File: config.mk
export PLATFORM = sky130hd
export DESIGN_NAME = eyr_cordic_cell
export DESIGN_NICKNAME = d
export VERILOG_FILES = /design/src/design/assert_macros.svh /design/src/design/eyr_pkg.sv /design/src/design/eyr_cordic_cell.sv
export SDC_FILE = /design/constraint.sdc
export NUM_CORES = 1
export LEC_CHECK = 0
export BUFFER_PORTS_ARGS = -buffer_cell sky130_fd_sc_hd__buf_2
export CAP_MARGIN = 20
export CELL_PAD_IN_SITES_DETAIL_PLACEMENT = 0
export CELL_PAD_IN_SITES_GLOBAL_PLACEMENT = 1
export CORE_AREA = 2 2 269 271
export CTS_CLUSTER_SIZE = 25
export DETAILED_ROUTE_END_ITERATION = 8
export DIE_AREA = 0 0 271 273
export MAX_ROUTING_LAYER = met4
export PLACE_DENSITY = 0.87
export SYNTH_ARGS = -nofsm -noshare
export SYNTH_HDL_FRONTEND = slang
export SYNTH_SLANG_ARGS = --single-unit
File: constraint.sdc
create_clock -name clk -period 10.9 [get_ports clk]
set_clock_uncertainty 0.05 [all_clocks]
set_input_delay 1.09 -clock clk [delete_from_list [all_inputs] [get_ports clk]]
set_output_delay 1.09 -clock clk [all_outputs]
set_load 0.03 [all_outputs]
File: src/design/assert_macros.svh
// Assertion macros used by the top-level design file.
`ifndef ASSERT_MACROS_SVH
`define ASSERT_MACROS_SVH
// Clocked check, masked while reset is high.
`define ASSERT_CLK(label, prop) \
  label: assert property (@(posedge clk) disable iff (rst) prop) \
    else $error("assertion failed");
// Clocked check that also holds across reset.
`define ASSERT_ALWAYS(label, prop) \
  label: assert property (@(posedge clk) prop) else $error("assertion failed");
`endif

File: src/design/eyr_pkg.sv
// Types, constants and fixed-point helpers for the Euler YXZ vector rotator.
`timescale 1ns / 1ps
package eyr_pkg;
  localparam int AngW = 20;
  localparam int VelW = 16;
  localparam int QuatW = 16;
  localparam int RotW = 25;
  localparam int TurnMdeg = 720000;
  localparam int QuadMdeg = 180000;
  localparam logic [23:0] PhaseK = 24'd9595049;
  localparam logic signed [31:0] GainQ30 = 32'sd652032874;
  localparam int TabLen = 24;

  // one angle's CORDIC working values, Q30
  typedef struct packed {
    logic signed [31:0] x;
    logic signed [31:0] y;
    logic signed [31:0] z;
  } lane_t;

  // item as it moves down the CORDIC chain; index 0 yaw, 1 pitch, 2 roll
  typedef struct packed {
    lane_t [2:0] lane;
    logic [2:0][1:0] quad;
    logic [2:0][VelW-1:0] vel;
  } cdc_item_t;

  // atan(2^-i) in Q30, rounded
  function automatic logic signed [31:0] atan_q30(input int i);
    logic signed [31:0] v;
    case (i)
      0: v = 32'sd843314857;
      1: v = 32'sd497837829;
      2: v = 32'sd263043837;
      3: v = 32'sd133525159;
      4: v = 32'sd67021687;
      5: v = 32'sd33543516;
      6: v = 32'sd16775851;
      7: v = 32'sd8388437;
      8: v = 32'sd4194283;
      9: v = 32'sd2097149;
      10: v = 32'sd1048576;
      11: v = 32'sd524288;
      12: v = 32'sd262144;
      13: v = 32'sd131072;
      14: v = 32'sd65536;
      15: v = 32'sd32768;
      16: v = 32'sd16384;
      17: v = 32'sd8192;
      18: v = 32'sd4096;
      19: v = 32'sd2048;
      20: v = 32'sd1024;
      21: v = 32'sd512;
      22: v = 32'sd256;
      default: v = 32'sd128;
    endcase
    return v;
  endfunction

  // Q30 times Q30, rounded to Q30
  function automatic logic signed [32:0] mq(input logic signed [32:0] a,
                                            input logic signed [32:0] b);
    logic signed [65:0] p;
    p = a * b;
    p = p + (66'sd1 <<< 29);
    return p[62:30];
  endfunction
endpackage

File: src/design/eyr_cordic_cell.sv
// One rotation-mode CORDIC stage for all three angles.
`timescale 1ns / 1ps
module eyr_cordic_cell #(
  parameter int STAGE = 0
) (
  input  logic clk,
  input  logic rst,
  input  logic en,
  input  logic in_valid,
  input  eyr_pkg::cdc_item_t in_item,
  output logic out_valid,
  output eyr_pkg::cdc_item_t out_item
);
  localparam logic signed [31:0] Atan = eyr_pkg::atan_q30(STAGE);
  eyr_pkg::cdc_item_t item_c;

  // micro-rotation toward z = 0
  always_comb begin
    item_c = in_item;
    for (int k = 0; k < 3; k++) begin
      logic signed [31:0] dx;
      logic signed [31:0] dy;
      dx = in_item.lane[k].y >>> STAGE;
      dy = in_item.lane[k].x >>> STAGE;
      if (!in_item.lane[k].z[31]) begin
        item_c.lane[k].x = in_item.lane[k].x - dx;
        item_c.lane[k].y = in_item.lane[k].y + dy;
        item_c.lane[k].z = in_item.lane[k].z - Atan;
      end else begin
        item_c.lane[k].x = in_item.lane[k].x + dx;
        item_c.lane[k].y = in_item.lane[k].y - dy;
        item_c.lane[k].z = in_item.lane[k].z + Atan;
      end
    end
  end

  always_ff @(posedge clk) begin
    if (rst) begin
      out_valid <= 1'b0;
    end else if (en) begin
      out_valid <= in_valid;
    end
    if (en) begin
      out_item <= item_c;
    end
  end
endmodule

==> results of run 1 <==
[routing by layer]
layer	vias to the layer above	track usage	wire length, um
li1	13100	-	-
met1	13000	0.328	41400
met2	1046	0.431	47900
met3	148	0.0514	7690
met4	0	0.0694	2260
met5	-	-	0
[stage by stage]
step	hold slack (ps)	utilization	cell area, sq um	worst slack [ps]
6_report	451	0.499	35400	6070
5_1_grt	479	0.499	35400	5760
4_1_cts	452	0.498	35400	6090
3_5_place_dp	433	0.479	34000	5490
3_3_place_gp	419	0.479	34000	5490
2_1_floorplan	580	-	29800	5940
[power breakdown]
| part | switching (mW) | internal, mW |
|---|---|---|
| clock network | 0.595 | 0.821 |
| logic | 1.32 | 0.646 |
| registers | 0.0613 | 1.71 |
| total | 1.98 | 3.18 |
[Yosys cell counts, types with 15 or more instances]
cell type                  instances
sky130_fd_sc_hd__a211oi_1         41
sky130_fd_sc_hd__a21o_1           91
sky130_fd_sc_hd__a21oi_1         352
sky130_fd_sc_hd__a31oi_1          32
sky130_fd_sc_hd__and3_1           15
sky130_fd_sc_hd__buf_1            15
sky130_fd_sc_hd__clkbuf_1        104
sky130_fd_sc_hd__edfxtp_1        339
sky130_fd_sc_hd__ha_1            372
sky130_fd_sc_hd__inv_1           313
sky130_fd_sc_hd__mux2i_1          45
sky130_fd_sc_hd__nand2_1         149
sky130_fd_sc_hd__nand2b_1         37
sky130_fd_sc_hd__nand3_1          40
sky130_fd_sc_hd__nand4_1          30
sky130_fd_sc_hd__nor2_1          273
sky130_fd_sc_hd__nor2b_1          42
sky130_fd_sc_hd__nor3_1           60
sky130_fd_sc_hd__o211ai_1         21
sky130_fd_sc_hd__o21a_1           36
sky130_fd_sc_hd__o21ai_0         202
sky130_fd_sc_hd__o21bai_1         85
sky130_fd_sc_hd__o31ai_1          34
sky130_fd_sc_hd__or3_1            22
sky130_fd_sc_hd__xnor2_1         229
sky130_fd_sc_hd__xor2_1           33
[worst paths after layout]
check / slack, ps / cells past startpoint / end / startpoint
setup / recovery: 6070 / 13 / out_item[179]$_DFFE_PP_ / in_item[181]
hold / removal: 450 / 2 / out_valid$_SDFFE_PP0P_ / out_valid$_SDFFE_PP0P_
setup reg to reg: 10250 / 2 / out_valid$_SDFFE_PP0P_ / out_valid$_SDFFE_PP0P_
hold reg to reg: 450 / 2 / out_valid$_SDFFE_PP0P_ / out_valid$_SDFFE_PP0P_
[tightest hold or removal path, cell delays in order (launching register included)]
cell and delay [ps]:
sky130_fd_sc_hd__dfxtp_1 320, sky130_fd_sc_hd__mux2i_1 70, sky130_fd_sc_hd__nor2_1 70
[area by class of cell]
class                   instances  area, sq um
fillers                      6765        35600
diodes                         21         52.6
clock buffers                  49         1100
inverters                     323         1210
well taps                     950         1190
repair buffers                697         3530
clock inverters                28          263
multi-input cells            2482        17900
flip-flops and latches        340        10200
[sequential cells by signal, summed over array words and instances (netlist names)]
| name | flops |
|---|---|
| out_valid | 1 |
| out_item | 339 |
[kinds of logic (layout without fill, tap and decap cells)]
group | count (synthesis) | after routing | share of synthesized area
AOI/OAI and AO/OA | 1060 | 1060 | 0.228
buffers and inverters | 450 | 1097 | 0.0576
muxes | 45 | 45 | 0.0151
other | 0 | 21 | 0
xor gates and xnor gates | 262 | 262 | 0.0770
DFF | 340 | 340 | 0.342
adders and majority gates | 384 | 384 | 0.164
and+or+nand+nor | 731 | 731 | 0.116
==> impl_metrics.xml, run 1 <==
<?xml version="1.0" encoding="UTF-8"?>
<metrics>
  <group name="floorplan">
    <metric name="die_height" unit="um">273</metric>
    <metric name="floorplan.die.width" unit="um">271</metric>
    <metric name="boundary_pins" unit="">689</metric>
    <metric name="floorplan.initialDensity" unit="">0.420</metric>
    <metric name="placeableCoreArea" unit="sq um">71000</metric>
    <metric name="floorplan.rows" unit="">98</metric>
    <metric name="design.die.area" unit="sq um">74000</metric>
  </group>
  <group name="routing">
    <metric name="wire_per_inst" unit="um">20.3</metric>
    <metric name="vias" unit="">27300</metric>
    <metric name="detail_route.vias_per_cell" unit="">5.58</metric>
    <metric name="drt-pass1-iter-count" unit="">6</metric>
    <metric name="postRouteAntennaNets" unit="">0</metric>
    <metric name="wl" unit="um">99200</metric>
    <metric name="residual_drc_count" unit="">0</metric>
    <metric name="first_iter_violations" unit="">2063</metric>
  </group>
  <group name="sta">
    <metric name="tightestPinTransition" unit="ps">1030</metric>
    <metric name="timing.setup.tns" unit="ps">0</metric>
    <metric name="top_achievable_clock_speed" unit="MHz">207</metric>
    <metric name="hold_violations" unit="">0</metric>
    <metric name="min_period_over_period" unit="">0.443</metric>
    <metric name="final-setup-viol-count" unit="">0</metric>
    <metric name="worst_slew_margin_rel" unit="">0.315</metric>
    <metric name="final.min_clock_period" unit="ps">4830</metric>
    <metric name="final_max_slew_viol_count" unit="">0</metric>
    <metric name="rsz0062_at_grt" unit="">false</metric>
  </group>
  <group name="placement">
    <metric name="buffer_ports.inserted" unit="">688</metric>
    <metric name="place_hpwl" unit="um">78600</metric>
    <metric name="globalplace.congestion" unit="">0.962</metric>
    <metric name="placed_cells" unit="">4792</metric>
  </group>
  <group name="setup_path">
    <metric name="arrival" unit="ps">5090</metric>
    <metric name="critical_path_required" unit="ps">11150</metric>
    <metric name="worstPathBufferInverterCount" unit="">2</metric>
    <metric name="crit_path_frequent_cell" unit="">sky130_fd_sc_hd__a21oi_1</metric>
    <metric name="timing.setup.critical_path_class" unit="">input pin to register</metric>
    <metric name="setup.worst_path.end_class" unit="">register</metric>
    <metric name="path_max_fanout" unit="">46</metric>
    <metric name="critPathMaxStageDelay" unit="ps">760</metric>
    <metric name="timing.critical_path.cells" unit="">buf_4 -&gt; inv_2 -&gt; ha_1 -&gt; a21oi_1 -&gt; o211ai_1 -&gt; a21oi_1 -&gt; o221ai_1 -&gt; a221oi_1 -&gt; o311ai_0 -&gt; a21oi_1 -&gt; o21ai_0 -&gt; a211oi_1 -&gt; xnor2_1</metric>
    <metric name="crit_path_start_kind" unit="">input pin</metric>
    <metric name="timing.critical_path.max_delay_family" unit="">compound AO/OA/AOI/OAI gates</metric>
    <metric name="cpMaxStageDelayCell" unit="">sky130_fd_sc_hd__inv_2</metric>
  </group>
  <group name="logic_synthesis">
    <metric name="synth.cell_area" unit="sq um">29800</metric>
    <metric name="post_synth_inst_count" unit="">3272</metric>
    <metric name="ys_warn_count" unit="">0</metric>
    <metric name="synth_seq_cells" unit="">340</metric>
    <metric name="yosysTopAreaCellShare" unit="">0.342</metric>
    <metric name="synthDistinctLibCells" unit="">78</metric>
    <metric name="seq_area_frac_synth" unit="">0.342</metric>
    <metric name="synth.largest_area_cell" unit="">sky130_fd_sc_hd__edfxtp_1</metric>
    <metric name="asyncSetResetFlopFracSynth" unit="">0</metric>
    <metric name="ys_dominant_reg_cell" unit="">sky130_fd_sc_hd__edfxtp_1</metric>
    <metric name="post_synth.cell_area_avg" unit="sq um">9.11</metric>
    <metric name="synth.area.top_cells" unit="">sky130_fd_sc_hd__edfxtp_1 (34%), sky130_fd_sc_hd__ha_1 (16%), sky130_fd_sc_hd__xnor2_1 (6.7%)</metric>
    <metric name="synth_edf_count" unit="">339</metric>
    <metric name="postSynthNetCount" unit="">4002</metric>
  </group>
  <group name="clock_network">
    <metric name="cts_made_buffers" unit="">43</metric>
    <metric name="cts_tree" unit="">yes</metric>
    <metric name="clock_tree.buffer_depth" unit="">3</metric>
    <metric name="post-cts-setup-buffer-count" unit="">0</metric>
    <metric name="clk_latency" unit="ps">560</metric>
    <metric name="ctsHoldBuffers" unit="">0</metric>
    <metric name="clockRootBuffer" unit="">sky130_fd_sc_hd__clkbuf_16</metric>
    <metric name="cts_num_sinks" unit="">340</metric>
    <metric name="number_of_levels_the_h_tree_was_split_into" unit="">2</metric>
    <metric name="cts_repair_resize_count" unit="">0</metric>
    <metric name="worst_setup_hold_path_clk_slew" unit="ps">60</metric>
  </group>
  <group name="layout">
    <metric name="design.final.nets" unit="">4617</metric>
    <metric name="post_layout_nonfiller_instances" unit="">4890</metric>
    <metric name="share_of_final_layout_standard_cells_stronger_than_drive_strength_1" unit="">0.203</metric>
    <metric name="final_common_cell" unit="">sky130_fd_sc_hd__buf_2</metric>
    <metric name="area_growth_syn_to_layout" unit="%">18.9</metric>
    <metric name="highest_count_cells_in_the_layout_ignoring_fill_and_taps" unit="">sky130_fd_sc_hd__buf_2 (684), sky130_fd_sc_hd__ha_1 (372), sky130_fd_sc_hd__a21oi_1 (352), sky130_fd_sc_hd__edfxtp_1 (339), sky130_fd_sc_hd__inv_1 (312)</metric>
  </group>
  <group name="pwr">
    <metric name="maximum_ir_drop_on_the_vdd_rail" unit="V">0.000121</metric>
    <metric name="total_leakage_power" unit="nW">16.0</metric>
    <metric name="power_density" unit="nW/um^2">146</metric>
    <metric name="totalPowerFinal" unit="mW">5.16</metric>
  </group>
  <group name="global_routing">
    <metric name="grt_pass1_vias" unit="">26100</metric>
    <metric name="grt_antenna_before_repair" unit="">23</metric>
    <metric name="grt_pass1_wl" unit="um">149000</metric>
    <metric name="grt_start_max_net_pins" unit="">120</metric>
    <metric name="globalRouteTotalUtil" unit="">0.262</metric>
    <metric name="overflow" unit="">0</metric>
  </group>
  <group name="status">
    <metric name="outcome" unit="">finished, final reports clean</metric>
  </group>
  <group name="min_path">
    <metric name="min-delay-path-class" unit="">register to register</metric>
  </group>
  <group name="run">
    <metric name="drv_cap" unit="">0</metric>
  </group>
</metrics>
No activity file was read; power rests on OpenSTA's default activity.
==> run 2: changes to the inputs <==
CORE_AREA = default   (was 2 2 269 271)
CORE_UTILIZATION = 42   (was default)
DIE_AREA = default   (was 0 0 271 273)
clock period = 4.7 ns   (was 10.9 ns; I/O delays follow)
==> run 2 against run 1 <==
  * Clock power increased by 140%
  * Routed wire length shrank 0.25%
  * Non-clock buffer count grew 72
  * Final cell count grew 1.3%
  * First-iteration DRC count is 2.3% higher
  * Via count about the same
  * Critical path depth is 1 higher
  * Flip-flop and latch count stayed put
  * Design area increased by 2.1%
  * Largest cell class unchanged
==> impl_metrics.xml, run 2 (synthesized netlist as in run 1, its figures left out) <==
<?xml version="1.0" encoding="UTF-8"?>
<metrics>
  <group name="global_routing">
    <metric name="overflow" unit="">0</metric>
    <metric name="grt_pass1_wl" unit="um">147000</metric>
    <metric name="grt_start_max_net_pins" unit="">87</metric>
    <metric name="grt_antenna_before_repair" unit="">29</metric>
    <metric name="grt_pass1_vias" unit="">25900</metric>
    <metric name="globalRouteTotalUtil" unit="">0.269</metric>
  </group>
  <group name="sta">
    <metric name="final-setup-viol-count" unit="">0</metric>
    <metric name="rsz0062_at_grt" unit="">false</metric>
    <metric name="timing.setup.tns" unit="ps">0</metric>
    <metric name="final_max_slew_viol_count" unit="">0</metric>
    <metric name="min_period_over_period" unit="">0.828</metric>
    <metric name="top_achievable_clock_speed" unit="MHz">257</metric>
    <metric name="tightestPinTransition" unit="ps">996</metric>
    <metric name="hold_violations" unit="">0</metric>
    <metric name="worst_slew_margin_rel" unit="">0.336</metric>
    <metric name="final.min_clock_period" unit="ps">3890</metric>
  </group>
  <group name="routing">
    <metric name="postRouteAntennaNets" unit="">0</metric>
    <metric name="drt-pass1-iter-count" unit="">6</metric>
    <metric name="detail_route.vias_per_cell" unit="">5.51</metric>
    <metric name="dr_wl_met2" unit="um">46700</metric>
    <metric name="detail_route.wirelength.met1" unit="um">42100</metric>
    <metric name="met3WireLength" unit="um">7130</metric>
    <metric name="residual_drc_count" unit="">0</metric>
    <metric name="vias" unit="">27300</metric>
    <metric name="wl" unit="um">99000</metric>
    <metric name="first_iter_violations" unit="">2110</metric>
    <metric name="maxUsedRoutingLayer" unit="">met4</metric>
    <metric name="wire_per_inst" unit="um">20.0</metric>
  </group>
  <group name="setup_path">
    <metric name="critPathMaxStageDelay" unit="ps">670</metric>
    <metric name="timing.setup.critical_path_class" unit="">input pin to register</metric>
    <metric name="setup.reg_to_reg.worst_slack" unit="ps">4060</metric>
    <metric name="r2r_cells" unit="">2</metric>
    <metric name="path_max_fanout" unit="">13</metric>
    <metric name="worst_r2r_dst" unit="">out_valid$_SDFFE_PP0P_</metric>
    <metric name="timing.critical_path.cells" unit="">buf_2 -&gt; inv_1 -&gt; ha_1 -&gt; buf_4 -&gt; a2111oi_0 -&gt; o2111ai_1 -&gt; a41oi_1 -&gt; o21ai_0 -&gt; and2_1 -&gt; a211oi_1 -&gt; o21ai_0 -&gt; a31oi_1 -&gt; o31ai_1 -&gt; xor2_1</metric>
    <metric name="cpMaxStageDelayCell" unit="">sky130_fd_sc_hd__a2111oi_0</metric>
    <metric name="crit_path_start_kind" unit="">input pin</metric>
    <metric name="crit_path_frequent_cell" unit="">sky130_fd_sc_hd__o21ai_0</metric>
    <metric name="crit-reg2reg-launch" unit="">out_valid$_SDFFE_PP0P_</metric>
    <metric name="critical_path_required" unit="ps">4940</metric>
    <metric name="arrival" unit="ps">4140</metric>
    <metric name="setup.worst_path.end_class" unit="">register</metric>
  </group>
  <group name="pwr">
    <metric name="power_density" unit="nW/um^2">335</metric>
    <metric name="maximum_ir_drop_on_the_vdd_rail" unit="V">0.000282</metric>
    <metric name="total_leakage_power" unit="nW">16.3</metric>
    <metric name="totalPowerFinal" unit="mW">12.1</metric>
  </group>
  <group name="clock_network">
    <metric name="cts_made_buffers" unit="">42</metric>
    <metric name="cts_num_sinks" unit="">340</metric>
    <metric name="cts_tree" unit="">yes</metric>
    <metric name="clk_latency" unit="ps">570</metric>
    <metric name="worst_setup_hold_path_clk_slew" unit="ps">60</metric>
    <metric name="clock_tree.buffer_depth" unit="">3</metric>
    <metric name="number_of_levels_the_h_tree_was_split_into" unit="">2</metric>
    <metric name="clockRootBuffer" unit="">sky130_fd_sc_hd__clkbuf_16</metric>
    <metric name="cts_repair_resize_count" unit="">0</metric>
    <metric name="post-cts-setup-buffer-count" unit="">0</metric>
  </group>
  <group name="floorplan">
    <metric name="die_height" unit="um">268</metric>
    <metric name="boundary_pins" unit="">689</metric>
    <metric name="floorplan.die.width" unit="um">268</metric>
    <metric name="placeableCoreArea" unit="sq um">70100</metric>
    <metric name="design.die.area" unit="sq um">72000</metric>
    <metric name="floorplan.initialDensity" unit="">0.425</metric>
    <metric name="floorplan.rows" unit="">97</metric>
  </group>
  <group name="layout">
    <metric name="highest_count_cells_in_the_layout_ignoring_fill_and_taps" unit="">sky130_fd_sc_hd__buf_2 (684), sky130_fd_sc_hd__ha_1 (372), sky130_fd_sc_hd__a21oi_1 (352), sky130_fd_sc_hd__edfxtp_1 (339), sky130_fd_sc_hd__inv_1 (312)</metric>
    <metric name="final_common_cell" unit="">sky130_fd_sc_hd__buf_2</metric>
    <metric name="final.fill_count" unit="">6679</metric>
    <metric name="biggestRegsByFlops" unit="">out_item: 339 flops, out_valid: 1 flops</metric>
    <metric name="share_of_final_layout_standard_cells_stronger_than_drive_strength_1" unit="">0.206</metric>
    <metric name="largest_register_ffs" unit="">339</metric>
    <metric name="design.final.nets" unit="">4688</metric>
    <metric name="registers.top_by_ff_count" unit="">out_item</metric>
    <metric name="area_growth_syn_to_layout" unit="%">21.4</metric>
  </group>
  <group name="placement">
    <metric name="buffer_ports.inserted" unit="">688</metric>
    <metric name="globalplace.congestion" unit="">0.972</metric>
    <metric name="place_hpwl" unit="um">77700</metric>
  </group>
  <group name="min_path">
    <metric name="hold_path.startpoint" unit="">in_item[34]</metric>
    <metric name="min-delay-path-class" unit="">input pin to register</metric>
    <metric name="hold-path-cell-count" unit="">1</metric>
    <metric name="hold_end" unit="">out_item[34]$_DFFE_PP_</metric>
  </group>
  <group name="run">
    <metric name="drv_cap" unit="">0</metric>
  </group>
  <group name="status">
    <metric name="outcome" unit="">finished, final reports clean</metric>
  </group>
</metrics>
[run 2: layout make-up]
type / instances / area, sq um / share of cell area
clock buffers: 55 / 1140 / 0.0316
well taps: 940 / 1180 / 0.0325
clock inverters: 20 / 267 / 0.00737
diodes: 27 / 67.6 / 0.00187
flip-flops and latches: 340 / 10200 / 0.282
multi-input cells: 2482 / 17900 / 0.494
inverters: 323 / 1210 / 0.0335
repair buffers: 769 / 4220 / 0.117
[run 2: power breakdown]
part | leakage, nW | total (mW) | internal, mW | switching (mW)
sequential | 3.33 | 4.13 | 3.97 | 0.161
combinational | 12.3 | 4.62 | 1.55 | 3.07
clock | 0.681 | 3.37 | 2.04 | 1.33
total | 16.3 | 12.1 | 7.56 | 4.56
[run 2: worst max-delay path: cells and delay by family]
kind | cells | cell delay, ps
compound gates | 8 | 2610
buf+inv | 3 | 340
xor+xnor | 1 | 160
simple gates | 1 | 240
fa+ha+maj | 1 | 290
[run 2: worst max-delay path by stage]
stage / from / to / slack [ps] / cells after the start
after global routing: in_item[285] / out_item[338]$_DFFE_PP_ / 670 / 14
final: in_item[285] / out_item[338]$_DFFE_PP_ / 810 / 14
after CTS: in_item[279] / out_item[341]$_DFFE_PP_ / 990 / 13
after floorplan: in_item[85] / out_item[85]$_DFFE_PP_ / 360 / 14
after global placement: in_item[285] / out_item[338]$_DFFE_PP_ / 400 / 14
after detailed placement: in_item[279] / out_item[341]$_DFFE_PP_ / 370 / 13
[run 2: timing repair]
action | CTS | global route
setup endpoints to repair | 0 | 0
hold buffers | 45 | 0
endpoints found under the hold margin | 45 | 0
[run 2: routing by layer]
| layer | global-route usage | vias up |
|---|---|---|
| li1 | - | 13200 |
| met1 | 0.337 | 12900 |
| met2 | 0.431 | 974 |
| met3 | 0.0575 | 150 |
| met4 | 0.0892 | 0 |
| met5 | - | - |
[run 2: per-stage QoR]
step	hold WS, ps	instance area (sq um)	setup WS [ps]	cells	util
floorplan	492	29800	360	3272	-
global placement	419	34200	397	4809	0.488
detailed placement	465	34200	374	4809	0.488
CTS	0.506	36100	991	4929	0.515
global route	14.0	36200	667	4956	0.516
finish	36.9	36200	808	4956	0.516
